===== src/sv/lcdseq_pkg.sv =====
`default_nettype none
// ----------------------------------------------------------------------------
// lcdseq_pkg
// Types, codes and next-state helpers for the 4-bit character LCD sequencer.
// ----------------------------------------------------------------------------
package lcdseq_pkg;

  localparam int WAIT_WIDTH = 16;
  localparam int CFG_W      = 16;
  localparam int CFG_IDX_W  = 3;

  // request codes
  localparam logic [1:0] REQ_TICK  = 2'd0;
  localparam logic [1:0] REQ_WRITE = 2'd1;
  localparam logic [1:0] REQ_INIT  = 2'd2;

  // register indexes
  localparam logic [CFG_IDX_W-1:0] CFG_POWER_ON_WAIT   = 3'd0;
  localparam logic [CFG_IDX_W-1:0] CFG_INIT_LONG_WAIT  = 3'd1;
  localparam logic [CFG_IDX_W-1:0] CFG_INIT_SHORT_WAIT = 3'd2;
  localparam logic [CFG_IDX_W-1:0] CFG_COMMAND_WAIT    = 3'd3;
  localparam logic [CFG_IDX_W-1:0] CFG_CLEAR_WAIT      = 3'd4;
  localparam logic [CFG_IDX_W-1:0] CFG_PULSE_TICKS     = 3'd5;

  // register reset values
  localparam logic [CFG_W-1:0] RST_POWER_ON_WAIT   = 16'd20000;
  localparam logic [CFG_W-1:0] RST_INIT_LONG_WAIT  = 16'd5000;
  localparam logic [CFG_W-1:0] RST_INIT_SHORT_WAIT = 16'd100;
  localparam logic [CFG_W-1:0] RST_COMMAND_WAIT    = 16'd40;
  localparam logic [CFG_W-1:0] RST_CLEAR_WAIT      = 16'd2000;
  localparam logic [7:0]       RST_PULSE_TICKS     = 8'd1;

  // sequencer phases
  localparam logic [2:0] PH_IDLE  = 3'd0;
  localparam logic [2:0] PH_SETUP = 3'd1;
  localparam logic [2:0] PH_PULSE = 3'd2;
  localparam logic [2:0] PH_HOLD  = 3'd3;
  localparam logic [2:0] PH_WAIT  = 3'd4;

  // init bookkeeping
  localparam logic [3:0] STEP_NONE       = 4'd0;
  localparam logic [3:0] STEP_FIRST      = 4'd1;
  localparam logic [3:0] STEP_AFTER_ONE  = 4'd2;
  localparam logic [3:0] STEP_AFTER_TWO  = 4'd3;
  localparam logic [3:0] STEP_LAST_NIB   = 4'd4;
  localparam logic [3:0] STEP_AFTER_NIB  = 4'd5;
  localparam logic [3:0] STEP_LAST_ITEM  = 4'd9;
  localparam logic [3:0] STEP_BYTE_BASE  = 4'd5;

  localparam logic [7:0] CMD_CLEAR = 8'h01;
  localparam logic [7:0] NIB_THREE = 8'h03;
  localparam logic [7:0] NIB_TWO   = 8'h02;

  typedef struct packed {
    logic [1:0] req_type;
    logic       rs;
    logic [7:0] data;
  } req_t;

  typedef struct packed {
    logic       lcd_rs;
    logic       lcd_en;
    logic [3:0] lcd_nibble;
    logic       busy_res;
    logic       accepted;
  } res_t;

  typedef struct packed {
    logic [WAIT_WIDTH-1:0] power_on_wait;
    logic [WAIT_WIDTH-1:0] init_long_wait;
    logic [WAIT_WIDTH-1:0] init_short_wait;
    logic [WAIT_WIDTH-1:0] command_wait;
    logic [WAIT_WIDTH-1:0] clear_wait;
    logic [7:0]            pulse_ticks;
  } cfg_t;

  typedef struct packed {
    logic [2:0]            phase;
    logic [WAIT_WIDTH-1:0] wait_count;
    logic [3:0]            init_step;
    logic [7:0]            pending_byte;
    logic                  pending_select;
    logic                  low_nibble_next;
    logic                  pin_select;
    logic [3:0]            pin_nibble;
  } seq_state_t;

  // zero-extend or cut a config word to the wait counter width
  function automatic logic [WAIT_WIDTH-1:0] fit_wait(logic [CFG_W-1:0] v);
    logic [CFG_W+WAIT_WIDTH-1:0] t;
    t = {{WAIT_WIDTH{1'b0}}, v};
    return t[WAIT_WIDTH-1:0];
  endfunction

  function automatic logic [7:0] init_byte(logic [2:0] idx);
    logic [7:0] b;
    case (idx)
      3'd0:    b = 8'h28;
      3'd1:    b = 8'h08;
      3'd2:    b = 8'h01;
      3'd3:    b = 8'h06;
      3'd4:    b = 8'h0C;
      default: b = 8'h0C;
    endcase
    return b;
  endfunction

  function automatic seq_state_t start_nibble(seq_state_t s);
    seq_state_t r;
    r = s;
    r.pin_nibble = s.low_nibble_next ? s.pending_byte[3:0] : s.pending_byte[7:4];
    r.pin_select = s.pending_select;
    r.phase      = PH_SETUP;
    r.wait_count = {{(WAIT_WIDTH-1){1'b0}}, 1'b1};
    return r;
  endfunction

  function automatic seq_state_t start_item(seq_state_t s);
    seq_state_t r;
    logic [3:0] d;
    r = s;
    d = s.init_step - STEP_BYTE_BASE;
    if (s.init_step <= STEP_LAST_NIB) begin
      r.pending_byte    = (s.init_step == STEP_LAST_NIB) ? NIB_TWO : NIB_THREE;
      r.low_nibble_next = 1'b1;
    end else begin
      r.pending_byte    = init_byte(d[2:0]);
      r.low_nibble_next = 1'b0;
    end
    r.pending_select = 1'b0;
    r.init_step      = s.init_step + 4'd1;
    return start_nibble(r);
  endfunction

  function automatic seq_state_t after_wait(seq_state_t s);
    seq_state_t r;
    r = s;
    if (s.init_step >= STEP_FIRST && s.init_step <= STEP_LAST_ITEM) begin
      r = start_item(s);
    end else begin
      r.phase      = PH_IDLE;
      r.init_step  = STEP_NONE;
      r.wait_count = '0;
    end
    return r;
  endfunction

  function automatic seq_state_t enter_wait(seq_state_t s, logic [WAIT_WIDTH-1:0] w);
    seq_state_t r;
    r = s;
    if (w == '0) begin
      r = after_wait(s);
    end else begin
      r.phase      = PH_WAIT;
      r.wait_count = w;
    end
    return r;
  endfunction

  function automatic logic [WAIT_WIDTH-1:0] wait_after(seq_state_t s, cfg_t c);
    logic [WAIT_WIDTH-1:0] w;
    if (s.init_step == STEP_AFTER_ONE) begin
      w = c.init_long_wait;
    end else if (s.init_step == STEP_AFTER_TWO) begin
      w = c.init_short_wait;
    end else if (s.init_step == STEP_LAST_NIB || s.init_step == STEP_AFTER_NIB) begin
      w = c.command_wait;
    end else if (!s.pending_select && s.pending_byte == CMD_CLEAR) begin
      w = c.clear_wait;
    end else begin
      w = c.command_wait;
    end
    return w;
  endfunction

endpackage
`default_nettype wire


===== src/sv/char_lcd_4bit_write_sequencer.sv =====
`default_nettype none
// ----------------------------------------------------------------------------
// char_lcd_4bit_write_sequencer
// Four-bit character LCD write sequencer, one microsecond tick per input word.
// ----------------------------------------------------------------------------
// Usage:
//   Input channel (in_valid_i / in_stall_o / in_data_i): one word per tick.
//   A tick word, a byte write or an init request; requests while busy are
//   refused and the word still counts as one tick.
//   Output channel (out_valid_o / out_stall_i / out_data_o): exactly one word
//   per input word, holding the LCD pin levels for that tick, busy and
//   whether the request was taken.
//   Latency: the result word is shown the cycle after its input word, unless
//   it goes to the skid slot. Throughput: one word per clock while in_stall_o
//   is low; the step is a single pass of logic between the state register
//   and the two-entry result buffer. A receiver stall fills the buffer;
//   after two words in_stall_o rises and stays high until a word is taken.
//   Configuration writes (cfg_we_i, cfg_idx_i, cfg_wdata_i) take effect at
//   once and are to be made while the block is idle.
//   Reset: sequencer idle, pins low, buffer empty, registers at defaults.
// ----------------------------------------------------------------------------
module char_lcd_4bit_write_sequencer (
  input  wire logic                                clk_i,
  input  wire logic                                rst_ni,
  input  wire logic                                in_valid_i,
  output logic                                     in_stall_o,
  input  wire lcdseq_pkg::req_t                    in_data_i,
  output logic                                     out_valid_o,
  input  wire logic                                out_stall_i,
  output lcdseq_pkg::res_t                         out_data_o,
  input  wire logic                                cfg_we_i,
  input  wire logic [lcdseq_pkg::CFG_IDX_W-1:0]    cfg_idx_i,
  input  wire logic [lcdseq_pkg::CFG_W-1:0]        cfg_wdata_i
);
  import lcdseq_pkg::*;

  cfg_t cfg_q;
  res_t step_res;
  logic step;
  logic buf_full;

  assign step       = in_valid_i && !buf_full;
  assign in_stall_o = buf_full;

  always_ff @(posedge clk_i or negedge rst_ni) begin
    if (!rst_ni) begin
      cfg_q.power_on_wait   <= fit_wait(RST_POWER_ON_WAIT);
      cfg_q.init_long_wait  <= fit_wait(RST_INIT_LONG_WAIT);
      cfg_q.init_short_wait <= fit_wait(RST_INIT_SHORT_WAIT);
      cfg_q.command_wait    <= fit_wait(RST_COMMAND_WAIT);
      cfg_q.clear_wait      <= fit_wait(RST_CLEAR_WAIT);
      cfg_q.pulse_ticks     <= RST_PULSE_TICKS;
    end else if (cfg_we_i) begin
      case (cfg_idx_i)
        CFG_POWER_ON_WAIT:   cfg_q.power_on_wait   <= fit_wait(cfg_wdata_i);
        CFG_INIT_LONG_WAIT:  cfg_q.init_long_wait  <= fit_wait(cfg_wdata_i);
        CFG_INIT_SHORT_WAIT: cfg_q.init_short_wait <= fit_wait(cfg_wdata_i);
        CFG_COMMAND_WAIT:    cfg_q.command_wait    <= fit_wait(cfg_wdata_i);
        CFG_CLEAR_WAIT:      cfg_q.clear_wait      <= fit_wait(cfg_wdata_i);
        CFG_PULSE_TICKS:     cfg_q.pulse_ticks     <= cfg_wdata_i[7:0];
        default: begin
        end
      endcase
    end
  end

  lcdseq_core u_core (
    .clk_i  (clk_i),
    .rst_ni (rst_ni),
    .step_i (step),
    .req_i  (in_data_i),
    .cfg_i  (cfg_q),
    .res_o  (step_res)
  );

  lcdseq_outbuf u_outbuf (
    .clk_i       (clk_i),
    .rst_ni      (rst_ni),
    .push_i      (step),
    .push_data_i (step_res),
    .full_o      (buf_full),
    .out_valid_o (out_valid_o),
    .out_stall_i (out_stall_i),
    .out_data_o  (out_data_o)
  );

endmodule
`default_nettype wire


===== src/sv/lcdseq_core.sv =====
`default_nettype none
// ----------------------------------------------------------------------------
// lcdseq_core
// Sequencer state and the single-tick step: request intake, pin levels, advance.
// ----------------------------------------------------------------------------
module lcdseq_core (
  input  wire logic              clk_i,
  input  wire logic              rst_ni,
  input  wire logic              step_i,
  input  wire lcdseq_pkg::req_t  req_i,
  input  wire lcdseq_pkg::cfg_t  cfg_i,
  output lcdseq_pkg::res_t       res_o
);
  import lcdseq_pkg::*;

  seq_state_t state_q, state_d;

  always_comb begin
    seq_state_t s;
    logic       acc;
    logic       busy;
    s    = state_q;
    acc  = 1'b0;

    if (s.phase == PH_IDLE) begin
      if (req_i.req_type == REQ_WRITE) begin
        s.pending_byte    = req_i.data;
        s.pending_select  = req_i.rs;
        s.low_nibble_next = 1'b0;
        s.init_step       = STEP_NONE;
        s = start_nibble(s);
        acc = 1'b1;
      end else if (req_i.req_type == REQ_INIT) begin
        s.pin_select = 1'b0;
        s.init_step  = STEP_FIRST;
        s = enter_wait(s, cfg_i.power_on_wait);
        acc = 1'b1;
      end
    end

    busy = (s.phase != PH_IDLE);
    res_o.lcd_rs     = s.pin_select;
    res_o.lcd_en     = busy && (s.phase == PH_PULSE);
    res_o.lcd_nibble = s.pin_nibble;
    res_o.busy_res   = busy;
    res_o.accepted   = acc;

    case (s.phase)
      PH_IDLE: begin
      end
      PH_SETUP: begin
        s.phase      = PH_PULSE;
        s.wait_count = (cfg_i.pulse_ticks == 8'd0) ? {{(WAIT_WIDTH-1){1'b0}}, 1'b1}
                                                   : {{(WAIT_WIDTH-8){1'b0}}, cfg_i.pulse_ticks};
      end
      PH_PULSE: begin
        s.wait_count = s.wait_count - {{(WAIT_WIDTH-1){1'b0}}, 1'b1};
        if (s.wait_count == '0) s.phase = PH_HOLD;
      end
      PH_HOLD: begin
        if (!s.low_nibble_next) begin
          s.low_nibble_next = 1'b1;
          s = start_nibble(s);
        end else begin
          s = enter_wait(s, wait_after(s, cfg_i));
        end
      end
      PH_WAIT: begin
        s.wait_count = s.wait_count - {{(WAIT_WIDTH-1){1'b0}}, 1'b1};
        if (s.wait_count == '0) s = after_wait(s);
      end
      default: s.phase = PH_IDLE;
    endcase

    state_d = step_i ? s : state_q;
  end

  always_ff @(posedge clk_i or negedge rst_ni) begin
    if (!rst_ni) begin
      state_q <= '0;
    end else begin
      state_q <= state_d;
    end
  end

endmodule
`default_nettype wire


===== src/sv/lcdseq_outbuf.sv =====
`default_nettype none
// ----------------------------------------------------------------------------
// lcdseq_outbuf
// Two-entry result buffer: output register plus skid slot.
// ----------------------------------------------------------------------------
module lcdseq_outbuf (
  input  wire logic              clk_i,
  input  wire logic              rst_ni,
  input  wire logic              push_i,
  input  wire lcdseq_pkg::res_t  push_data_i,
  output logic                   full_o,
  output logic                   out_valid_o,
  input  wire logic              out_stall_i,
  output lcdseq_pkg::res_t       out_data_o
);
  import lcdseq_pkg::*;

  res_t       head_q, head_d;
  res_t       skid_q, skid_d;
  logic [1:0] count_q, count_d;
  logic       pop;

  assign pop         = (count_q != 2'd0) && !out_stall_i;
  assign out_valid_o = (count_q != 2'd0);
  assign full_o      = (count_q == 2'd2);
  assign out_data_o  = head_q;

  always_comb begin
    head_d  = head_q;
    skid_d  = skid_q;
    count_d = count_q;
    case ({push_i, pop})
      2'b10: begin
        if (count_q == 2'd0) head_d = push_data_i;
        else                 skid_d = push_data_i;
        count_d = count_q + 2'd1;
      end
      2'b01: begin
        head_d  = skid_q;
        count_d = count_q - 2'd1;
      end
      2'b11: begin
        // count is one here: the new word goes straight to the head
        head_d = push_data_i;
      end
      default: begin
      end
    endcase
  end

  always_ff @(posedge clk_i or negedge rst_ni) begin
    if (!rst_ni) begin
      count_q <= 2'd0;
    end else begin
      count_q <= count_d;
    end
  end

  always_ff @(posedge clk_i) begin
    head_q <= head_d;
    skid_q <= skid_d;
  end

endmodule
`default_nettype wire


===== config.mk =====
export PLATFORM = sky130hd
export DESIGN_NAME = char_lcd_4bit_write_sequencer
export DESIGN_NICKNAME = d
export VERILOG_FILES = /design/src/sv/lcdseq_pkg.sv /design/src/sv/char_lcd_4bit_write_sequencer.sv /design/src/sv/lcdseq_core.sv /design/src/sv/lcdseq_outbuf.sv
export SDC_FILE = /design/constraint.sdc
export NUM_CORES = 1
export LEC_CHECK = 0
export BUFFER_PORTS_ARGS = -buffer_cell sky130_fd_sc_hd__buf_2
export CAP_MARGIN = 20
export CORE_AREA = 3 3 174 176
export CTS_BUF_LIST = sky130_fd_sc_hd__clkbuf_4
export DETAILED_ROUTE_END_ITERATION = 12
export DIE_AREA = 0 0 177 179
export HOLD_SLACK_MARGIN = 0.15
export PLACE_DENSITY_LB_ADDON = 0.3
export SETUP_SLACK_MARGIN = 0.15
export SLEW_MARGIN = 20
export SYNTH_ARGS = -nofsm -noshare
export SYNTH_HDL_FRONTEND = slang
export SYNTH_SLANG_ARGS = --single-unit
export TNS_END_PERCENT = 30

===== constraint.sdc =====
create_clock -name clk_i -period 6.42 [get_ports clk_i]
set_input_delay 0.642 -clock clk_i [delete_from_list [all_inputs] [get_ports clk_i]]
set_output_delay 0.642 -clock clk_i [all_outputs]
set_load 0.01 [all_outputs]

==> run metrics <==
status=complete, no violations; cell taking the most area after synthesis=dfrtp_1; CTS tree=done; Worst Path Max Fanout=7; sequential power share=38.2%; fin util=33.6%; PortBufs=44; max-slew violation count=0; top_reg_cell synth=dfrtp_1; gr usage total=16.7%; maximum buffer depth of the clock tree=2; Post-synth EDFFs=16; Residual DRC=0; crit share post-route=88.1%; htree depth=4; Sw Ratio=between 40% and 50%; Post-CTS Setup Inserts=0; Comb pwr share=45.3%; critical path class=flip-flop to flip-flop; top post-synthesis cells by count=106 x dfrtp_1, 88 x mux2_2, 87 x nor2_1, 58 x a21oi_1, 57 x nand2_1; first-pass GRT wire length=41.3 mm; Worst EP required=6870 ps; post-route ant nets=0; DP HPWL=19.6 mm; ys async rst share=88.9%; Placer Congestion=0.872; Ys Warns=0; CTS Sinks=144; pre-CTS WS=around 760 ps; Die Footprint=31700 um2; Final min period=5660 ps; Nets=951; routed wire length=26.4 mm; largest net degree at the start of global routing=78; Clock transition at path regs=approximately 150 ps; Die W=~180 um; Resize count post-CTS=0; mean post-synth cell area=between 9 and 10 um2; GRT Residual Overflow=0; design area=between 9000 and 10000 um2; DR vias=7289; FF+latch count, synth=144; wire per inst=20.3 um; Startpoint Class=flip-flop; leak pwr=3.72 nW; cts bufs inserted=17; Finish-stage setup viols=0; Root Buffer=clkbuf_4; fmax=177 MHz; Int Power=2.24 mW; Slew @ Worst Pin=962 ps; Max Cap Viol=0; total negative slack=0 ps; initial antenna violation count=1; worst rel slew slack=around 36%; num rows=62; pwr/cell area=roughly 410 nW/um2; Mapped Area=about 8700 um2; Mapped Cells=867; DR iter-0 viols=737; Starting Density=30.1%; IO Pins=45; Vias/cell=around 5.6; Worst Path Arrival=6100 ps; unrepaired setup endpoints after global routing=no; final hold vios=0; Seq/Total Area, Yosys=42.9%; syn nets=just over 900; CP Capture Type=flip-flop; fillers=2945; sw power=1.74 mW; Placed Area=9320 um2; hold crit path type=input port to flip-flop; Synth area leaders=dfrtp_1 31%, mux2_2 11%, dfstp_2 6.7%; Max VDD drop=between 0.1 and 0.15 mV; most common cell in the synthesized netlist=dfrtp_1; clock network power share=16.5%; layout cell share with drive strength beyond 1=a little over a quarter; post-synth cell types=85; core area=28800 um2; Synth top area share=30.6%; die height=179 um; number of global-route vias before repair=7097; skew final=39.3 ps; flop2flop setup slack=760 ps; Area growth syn-to-layout=11.6%; Clock Latency Late Sink=roughly 570 ps; Detailed Routing Iterations Pass 1=6; Final WS setup=765 ps
==> critical path: stages (launching register included) <==
cell and delay [ps]:
dfrtp_1 460, or3_4 450, or4_1 460, nor4_2 530, a21oi_1 220, ha_1 320, nor2_1 150, or2_2 140
o22ai_2 80, a211oi_2 410, mux2_2 380, o21ai_0 510, nand4b_1 390, nor4_4 500, o31ai_2 200, a221o_1 340
==> power by group through the flow <==
stage	combinational (mW)	sequential, mW	clock (mW)
finish	1.80	1.52	0.655
global placement	1.76	1.53	0
global route	1.97	1.55	0.711
detailed placement	1.76	1.53	0
floorplan	1.32	1.42	0
CTS	1.77	1.51	0.676
==> repair_timing <==
| item | in CTS | in global routing |
|---|---|---|
| hold buffers | 1 | 0 |
| endpoints found under the setup margin | 0 | 0 |
| hold endpoints to repair | 66 | 0 |
==> stage by stage <==
stage	std cells	power, mW	hold WS (ps)
after floorplan	867	2.74	346
after global placement	1266	3.29	479
after detailed placement	1266	3.29	478
after CTS	1299	3.96	283
after global routing	1300	4.23	293
final	1300	3.98	332
==> final cells by class <==
| cell class | count | area, um2 | area share, % |
|---|---|---|---|
| multi-input combinational | 646 | 4650 | 48.1 |
| sequential | 144 | 3710 | 38.4 |
| tap | 384 | 480 | 4.97 |
| timing repair buffer | 69 | 417 | 4.31 |
| clock inverter | 14 | 179 | 1.85 |
| clock buffer | 18 | 135 | 1.40 |
| inverter | 24 | 90.1 | 0.932 |
| antenna | 1 | 2.50 | 0.0259 |
==> path summary, 6_finish.rpt <==
path                                     start             endpoint  cells after the start
setup / recovery                     cfg_q[78]   u_core.state_q[12]                     15
hold / removal                    in_data_i[8]    u_core.state_q[6]                      2
setup reg to reg                     cfg_q[78]   u_core.state_q[12]                     15
hold reg to reg            u_outbuf.count_q[1]  u_outbuf.count_q[1]                      1
max in group asynchronous               rst_ni   u_core.state_q[11]                      3
min in group asynchronous               rst_ni            cfg_q[69]                      2
==> sequential cells by signal (all words and copies together), names as in the netlist <==
signal	flops
u_outbuf.out_data_o	8
u_outbuf.count_q	2
cfg_q	88
u_core.state_q	38
u_outbuf.skid_q	8
==> per-layer routing <==
metal / vias to the layer above / routed length [um] / global-route usage (%)
met3: 43 / 1700 / 3.13
met1: 3583 / 12500 / 24.1
met5: - / 0 / 0
met2: 281 / 11700 / 25.4
li1: 3382 / - / -
met4: 0 / 525 / 5.04
==> cell families (layout without fill, tap and decap cells) <==
family,Yosys count,count (layout),share of synthesized area (%)
compound gates,270,270,21.7
simple gates,257,257,16.3
flops,144,144,42.9
mux,90,90,11.7
buf+inv,77,125,4.00
xor+xnor,15,15,1.52
fa+ha+maj,14,14,2.02
other cells,0,1,0
==> layout by cell type, fill, tap and decap left out, types with 7 or more instances in the layout <==
cell type	netlist	routed
a21oi_1	58	58
edfxtp_1	16	16
ha_1	14	14
dfrtp_1	106	106
nand2b_1	8	8
o21ai_1	7	7
a41oi_1	15	15
o211ai_1	8	8
buf_4	2	24
o22ai_1	30	30
nor2_1	87	87
nand2_1	57	57
dfstp_2	22	22
mux2_2	88	88
o21ai_0	32	32
a22oi_1	21	21
a31oi_1	13	13
buf_2	4	43
a22o_1	15	15
nand3_1	17	17
nor4_1	7	7
clkbuf_4	0	18
o31ai_1	17	17
xnor2_1	10	10
nor3_1	17	16
inv_1	23	23
Power figures use the tool's default switching activity.
